--- config.mk ---
export PLATFORM = sky130hd
export DESIGN_NAME = note_tone_generator
export DESIGN_NICKNAME = d
export VERILOG_FILES = /design/src/ntg_pkg.sv /design/src/ntg_pitch.sv /design/src/ntg_timer.sv /design/src/note_tone_generator.sv
export SDC_FILE = /design/constraint.sdc
export NUM_CORES = 1
export LEC_CHECK = 0
export BUFFER_PORTS_ARGS = -buffer_cell sky130_fd_sc_hd__buf_2
export CORE_MARGIN = 2
export CORE_UTILIZATION = 55
export CTS_CLUSTER_DIAMETER = 80
export DETAILED_ROUTE_END_ITERATION = 10
export PLACE_DENSITY = 0.87
export SLEW_MARGIN = 25
export SYNTH_ARGS = -nofsm -noshare
export SYNTH_HDL_FRONTEND = slang
export SYNTH_SLANG_ARGS = --single-unit
--- constraint.sdc ---
create_clock -name aclk -period 3.8 [get_ports aclk]
set_input_delay 0.76 -clock aclk [delete_from_list [all_inputs] [get_ports aclk]]
set_output_delay 0.76 -clock aclk [all_outputs]
set_load 0.01 [all_outputs]
--- src/ntg_pkg.sv ---
package ntg_pkg;

    localparam int PRESCALE_DEFAULT = 128;
    localparam int NOTE_COUNT       = 12;
    localparam int ACTION_W         = 2;
    localparam int NOTE_W           = 4;
    localparam int OCTAVE_W         = 4;
    localparam int COMPARE_W        = 8;
    localparam int IN_TDATA_W       = 16;
    localparam int OUT_TDATA_W      = 16;

    localparam logic [COMPARE_W-1:0] COMPARE_RESET = 8'd141;

    localparam logic [ACTION_W-1:0] ACT_TICK     = 2'd0;
    localparam logic [ACTION_W-1:0] ACT_NOTE_ON  = 2'd1;
    localparam logic [ACTION_W-1:0] ACT_NOTE_OFF = 2'd2;

    typedef struct packed {
        logic signed [OCTAVE_W-1:0] octave_shift;
        logic [NOTE_W-1:0]          note_index;
        logic [ACTION_W-1:0]        action;
    } item_t;

    typedef struct packed {
        logic [COMPARE_W-1:0] period_compare;
        logic                 tone_active;
        logic                 audio_level;
    } result_t;

    // timer period for one semitone in the base octave
    function automatic logic [COMPARE_W-1:0] period_entry(input logic [NOTE_W-1:0] note);
        logic [COMPARE_W-1:0] entry;
        case (note)
            4'd0:    entry = 8'd238;
            4'd1:    entry = 8'd224;
            4'd2:    entry = 8'd212;
            4'd3:    entry = 8'd200;
            4'd4:    entry = 8'd189;
            4'd5:    entry = 8'd178;
            4'd6:    entry = 8'd168;
            4'd7:    entry = 8'd158;
            4'd8:    entry = 8'd149;
            4'd9:    entry = 8'd141;
            4'd10:   entry = 8'd133;
            4'd11:   entry = 8'd126;
            default: entry = 8'd0;
        endcase
        return entry;
    endfunction

endpackage

--- src/ntg_pitch.sv ---
module ntg_pitch (
    input  logic [ntg_pkg::NOTE_W-1:0]          note_index,
    input  logic signed [ntg_pkg::OCTAVE_W-1:0] octave_shift,
    output logic                                note_valid,
    output logic [ntg_pkg::COMPARE_W-1:0]       note_compare
);

    localparam int HALF_W = ntg_pkg::COMPARE_W + 1;
    localparam int WIDE_W = 2 * ntg_pkg::COMPARE_W + 1;
    localparam logic [HALF_W-1:0] PERIOD_MAX = HALF_W'(1) << ntg_pkg::COMPARE_W;

    logic [HALF_W-1:0]            half_period;
    logic [HALF_W-1:0]            up_period;
    logic [HALF_W-1:0]            down_period;
    logic [WIDE_W-1:0]            down_wide;
    logic [ntg_pkg::OCTAVE_W-1:0] down_amount;
    logic [HALF_W-1:0]            period_sel;

    assign note_valid  = ({1'b0, note_index} < 5'(ntg_pkg::NOTE_COUNT));
    assign half_period = {1'b0, ntg_pkg::period_entry(note_index)} + HALF_W'(1);
    assign down_amount = ~octave_shift + ntg_pkg::OCTAVE_W'(1);

    always_comb begin
        up_period = half_period >> octave_shift[ntg_pkg::OCTAVE_W-2:0];
        if (up_period == '0) begin
            up_period = HALF_W'(1);
        end
        down_wide = WIDE_W'(half_period) << down_amount;
        if (down_wide > WIDE_W'(PERIOD_MAX)) begin
            down_period = PERIOD_MAX;
        end else begin
            down_period = down_wide[HALF_W-1:0];
        end
        if (octave_shift[ntg_pkg::OCTAVE_W-1]) begin
            period_sel = down_period;
        end else begin
            period_sel = up_period;
        end
    end

    assign note_compare = ntg_pkg::COMPARE_W'(period_sel - HALF_W'(1));

endmodule

--- src/ntg_timer.sv ---
module ntg_timer #(
    parameter int PRESCALE = ntg_pkg::PRESCALE_DEFAULT
) (
    input  logic                           aclk,
    input  logic                           aresetn,
    input  logic                           step_en,
    input  ntg_pkg::item_t                 item,
    input  logic                           note_valid,
    input  logic [ntg_pkg::COMPARE_W-1:0]  note_compare,
    output ntg_pkg::result_t               result_next
);

    localparam int PRE_W = (PRESCALE > 1) ? $clog2(PRESCALE) : 1;
    localparam logic [PRE_W-1:0] PRE_LAST = PRE_W'(PRESCALE - 1);

    logic [PRE_W-1:0]              prescale_count_reg, prescale_count_next;
    logic [ntg_pkg::COMPARE_W-1:0] timer_count_reg, timer_count_next;
    logic [ntg_pkg::COMPARE_W-1:0] compare_value_reg, compare_value_next;
    logic                          output_enabled_reg, output_enabled_next;
    logic                          toggle_level_reg, toggle_level_next;

    always_comb begin
        prescale_count_next = prescale_count_reg;
        timer_count_next    = timer_count_reg;
        compare_value_next  = compare_value_reg;
        output_enabled_next = output_enabled_reg;
        toggle_level_next   = toggle_level_reg;
        case (item.action)
            ntg_pkg::ACT_TICK: begin
                if (prescale_count_reg == PRE_LAST) begin
                    prescale_count_next = '0;
                    if (timer_count_reg == compare_value_reg) begin
                        timer_count_next = '0;
                        if (output_enabled_reg) begin
                            toggle_level_next = ~toggle_level_reg;
                        end
                    end else begin
                        timer_count_next = timer_count_reg + ntg_pkg::COMPARE_W'(1);
                    end
                end else begin
                    prescale_count_next = prescale_count_reg + PRE_W'(1);
                end
            end
            ntg_pkg::ACT_NOTE_ON: begin
                if (note_valid) begin
                    compare_value_next  = note_compare;
                    output_enabled_next = 1'b1;
                end else begin
                    output_enabled_next = 1'b0;
                end
            end
            ntg_pkg::ACT_NOTE_OFF: begin
                output_enabled_next = 1'b0;
            end
            default: begin
            end
        endcase
    end

    assign result_next.audio_level    = output_enabled_next & toggle_level_next;
    assign result_next.tone_active    = output_enabled_next;
    assign result_next.period_compare = compare_value_next;

    always_ff @(posedge aclk) begin
        if (!aresetn) begin
            prescale_count_reg <= '0;
            timer_count_reg    <= '0;
            compare_value_reg  <= ntg_pkg::COMPARE_RESET;
            output_enabled_reg <= 1'b0;
            toggle_level_reg   <= 1'b0;
        end else if (step_en) begin
            prescale_count_reg <= prescale_count_next;
            timer_count_reg    <= timer_count_next;
            compare_value_reg  <= compare_value_next;
            output_enabled_reg <= output_enabled_next;
            toggle_level_reg   <= toggle_level_next;
        end
    end

endmodule

--- src/note_tone_generator.sv ---
// square-wave tone generator on a pair of streams
// s_ side: one request per tick, note on or note off; every request gives
//   exactly one result on the m_ side, in order
// m_ side: pin level, tone active flag and current compare value, taken
//   after the request has updated the timer state
// path: a request accepted into the request register has its result taken into
//   the result register, shown on m_tdata, once that register is empty or m_tready is high
// throughput: one request per cycle while m_tready is high; the request register,
//   the timer update and the result register run concurrently
// stall: while m_tready is low the result register holds; one more request
//   waits in the request register, then s_tready drops until m_tready returns
// reset: aresetn low clears both registers, the prescaler and timer, sets the
//   compare value to 141 and silences the output; the block takes requests in
//   the first cycle after reset
module note_tone_generator #(
    parameter int PRESCALE = ntg_pkg::PRESCALE_DEFAULT
) (
    input  logic                            aclk,
    input  logic                            aresetn,
    input  logic                            s_tvalid,
    output logic                            s_tready,
    // action [1:0], note_index [5:2], octave_shift [9:6]
    input  logic [ntg_pkg::IN_TDATA_W-1:0]  s_tdata,
    output logic                            m_tvalid,
    input  logic                            m_tready,
    // audio_level [0], tone_active [1], period_compare [9:2]
    output logic [ntg_pkg::OUT_TDATA_W-1:0] m_tdata
);

    localparam int ITEM_W   = $bits(ntg_pkg::item_t);
    localparam int RESULT_W = $bits(ntg_pkg::result_t);

    logic                          in_valid_reg;
    ntg_pkg::item_t                item_reg;
    logic                          out_valid_reg;
    ntg_pkg::result_t              result_reg;
    ntg_pkg::result_t              result_next;
    logic                          advance;
    logic                          note_valid;
    logic [ntg_pkg::COMPARE_W-1:0] note_compare;

    assign advance  = in_valid_reg & (~out_valid_reg | m_tready);
    assign s_tready = ~in_valid_reg | advance;
    assign m_tvalid = out_valid_reg;
    assign m_tdata  = {{(ntg_pkg::OUT_TDATA_W - RESULT_W){1'b0}}, result_reg};

    always_ff @(posedge aclk) begin
        if (!aresetn) begin
            in_valid_reg  <= 1'b0;
            out_valid_reg <= 1'b0;
        end else begin
            if (s_tready) begin
                in_valid_reg <= s_tvalid;
            end
            if (advance) begin
                out_valid_reg <= 1'b1;
            end else if (m_tready) begin
                out_valid_reg <= 1'b0;
            end
        end
    end

    always_ff @(posedge aclk) begin
        if (s_tready && s_tvalid) begin
            item_reg <= ntg_pkg::item_t'(s_tdata[ITEM_W-1:0]);
        end
        if (advance) begin
            result_reg <= result_next;
        end
    end

    ntg_pitch u_pitch (
        .note_index   (item_reg.note_index),
        .octave_shift (item_reg.octave_shift),
        .note_valid   (note_valid),
        .note_compare (note_compare)
    );

    ntg_timer #(
        .PRESCALE (PRESCALE)
    ) u_timer (
        .aclk         (aclk),
        .aresetn      (aresetn),
        .step_en      (advance),
        .item         (item_reg),
        .note_valid   (note_valid),
        .note_compare (note_compare),
        .result_next  (result_next)
    );

endmodule

==> impl_results.md <==
* Die Width at roughly 93 um
* Via count at between 4000 and 5000
* Antenna viol nets, final at 0
* Final setup violation count at 0
* Max-Cap Viols at 0
* Core Box Area at approximately 7700 um^2
* Hold Startpoint: u_timer.prescale_count_reg[1]$_SDFFE_PN0P_
* CTS Buf Count at 5
* Library cells used by synthesis at 92
* Htree depth at 2
* Final Hold Violating Endpoints at 0
* RSZ-0062 raised after global routing: yes
* CP Data Arrival Time at approximately 3.8 ns
* CTS clk-pin slew, worst paths at ~0.1 ns
* CTS Root Cell: clkbuf_8
* RR Endpoint: m_tdata[8]$_DFFE_PP_
* WL met2 at around 5.3 mm
* Placer Congestion at about 0.95
* Final min period at 3.73 ns
* Startpoint types: flip-flop
* Syn Std Cell Area at 4390 um^2
* Initial antenna violation count at 0
* Global-route wire length before repair at ~19 mm
* Worst reg2reg path depth at 16
* Input/output buffers at 25
* Async SR Flop Fraction at 0%
* R2r setup slk at slightly below 0.07 ns
* Cts hold-fix bufs at 0
* Largest net degree at the start of global routing at 27
* Final net count at between 500 and 600
* Drt drc at 0
* Pwr dens at between 300 and 400 nW/um^2
* Status: complete, no violations
* Hold_ws at around 0.5 ns
* Area delta synth->final at 16.5%
* Starting Density at a little under three fifths
* Worst Skew at between 0.01 and 0.015 ns
* Total number of placement rows at 32
* Cell count after synthesis at between 500 and 600
* CTS sink cnt at 55
* CTS tree: built
* Number of global-route vias before repair at roughly 4000
* Vias per cell at roughly 6.4
* Slew Limit Fails at 0
* Synth warnings at 0
* Hold Path Cell Cnt at 2
* Skew-Pair Late Insertion Delay at approximately 0.3 ns
* Crit path max fanout at 26
* Crit Path Category: reg -> reg
* HPWL Detailed at around 8.4 mm
* Critical Path RT at just under 4 ns
* Reg2reg start: item_reg[6]$_DFFE_PP_
* Proportion of layout cells with a drive suffix above 1 at ~25%
* WL met1 at just over 5 mm
* 1st-pass router iterations at 5
* Min-delay worst type: reg -> reg
* Final Cell Area at just over 5000 um^2
* Number of flops mapped to enable cells by yosys at 20
* Post-DR wirelength/cell at between 15 and 20 um
* Worst Tran Pin Value at 0.776 ns
* Final period utilization at roughly 98%
* Number of DRC markers in iteration 0 at about 420
* DIE HEIGHT at about 93 um
* Grt ovf at 0
* DIE AREA at just under 9000 um^2
* # IOs at 38
* Slew headroom at a little under half
* Ys flop type: dfxtp_1
* Fmax at between 200 and 300 MHz
* Maximum clock path buffer count at 2
* Top sig layer: met4
* Met3 wire length at 738 um
* GR Util All Layers at ~26%
* ANT cells at 0
* Worst Hold End: u_timer.prescale_count_reg[1]$_SDFFE_PN0P_
* VDD IR max at between 0.0003 and 0.0004 V
* #FFs+latches synth at 55
* Critical path endpoint category: flip-flop
* Routed WL at about 11 mm
* Leakage at 2.04 nW
* Synth Area per Inst at approximately 8.4 um^2
* Placed cell areas at 4810 um^2
* Register area share after synthesis at slightly below 30%
* Most frequent cells in the layout: nand2_1, buf_4, nor2_1, dfxtp_1, a21oi_1
[report_power, final]
part	switching, mW	internal, mW
Combinational	0.373	0.292
Clock	0.181	0.199
Sequential	0.0374	0.643
[cells in the mapped netlist, drive strengths merged, types with 13 or more instances]
cell type   n  area [um^2]
a21oi      32          168
nand2      48          180
nand3      13         65.1
xor2       18          158
edfxtp     20          601
nor2       39          146
o21ai      25          125
ha         13          163
buf        25          166
mux2i      13          130
clkbuf     16         60.1
dfxtp      35          701
inv        13         48.8
[logic make-up after synthesis]
logic type / share of synthesized area [%]
AND/OR/NAND/NOR: 22.5
AO/OA/AOI/OAI: 27.3
buffers and inverters: 6.76
flip-flops: 29.7
XOR/XNOR: 5.56
multiplexers: 4.34
adder cells (fa/ha/maj): 3.71
other: 0.0855
[critical path, cell delays in order, from the launching register on]
cell and delay [ns]:
edfxtp_1 0.41, buf_6 0.20, buf_4 0.19, o31a_1 0.40, o41a_1 0.18, and2_4 0.19, nor4b_2 0.16, a211oi_2 0.20
a211oi_2 0.07, buf_4 0.17, a31oi_4 0.15, ha_2 0.21, o311a_1 0.21, nand3b_1 0.13, a22o_1 0.23, a221oi_2 0.29
o21ai_1 0.10
[per-layer routing]
layer / GRT usage [%] / up-vias
li1: - / 2042
met1: 35.1 / 2035
met2: 42.4 / 199
met3: 3.55 / 32
met4: 9.19 / 0
met5: 0 / -
[through the flow]
step	power (mW)	setup slack, ns	std cells	util, %	TNS (ns)
6_report	1.72	0.0695	669	66.1	0
5_1_grt	1.82	-0.0557	669	66.1	-0.0938
4_1_cts	1.67	0.0112	664	64.0	0
3_5_place_dp	1.29	-0.0840	655	62.2	-0.159
3_3_place_gp	1.27	0.0133	655	62.2	0
2_1_floorplan	1.12	0.0197	525	-	0
[worst max path at each step]
| stage | slack, ns | to | from | depth (start not counted) |
|---|---|---|---|---|
| floorplan | 0.02 | m_tdata[8]$_DFFE_PP_ | item_reg[6]$_DFFE_PP_ | 17 |
| global placement | 0.01 | m_tdata[8]$_DFFE_PP_ | flip-flop | 15 |
| detailed placement | -0.08 | m_tdata[8]$_DFFE_PP_ | flip-flop | 15 |
| CTS | 0.01 | m_tdata[6]$_DFFE_PP_ | item_reg[6]$_DFFE_PP_ | 16 |
| global route | -0.06 | m_tdata[8]$_DFFE_PP_ | item_reg[6]$_DFFE_PP_ | 16 |
| finish | 0.07 | m_tdata[8]$_DFFE_PP_ | item_reg[6]$_DFFE_PP_ | 16 |
[timing repair]
item / 4_1_cts / 5_1_grt
resized for setup: 5 / 29
setup endpoints to repair: 3 / 4
setup buffers: 1 / 5
pin swaps: 2 / 16
hold endpoints to repair: 0 / 0
[cell type report]
type | count | area [um^2]
Multi-Input combinational cell | 414 | 2980
Fill cell | 591 | 2620
Sequential cell | 55 | 1310
Timing Repair Buffer | 75 | 517
Tap cell | 102 | 128
Inverter | 15 | 73.8
Clock buffer | 6 | 72.6
Clock inverter | 2 | 38.8
No activity file was read; power rests on OpenSTA's default activity.
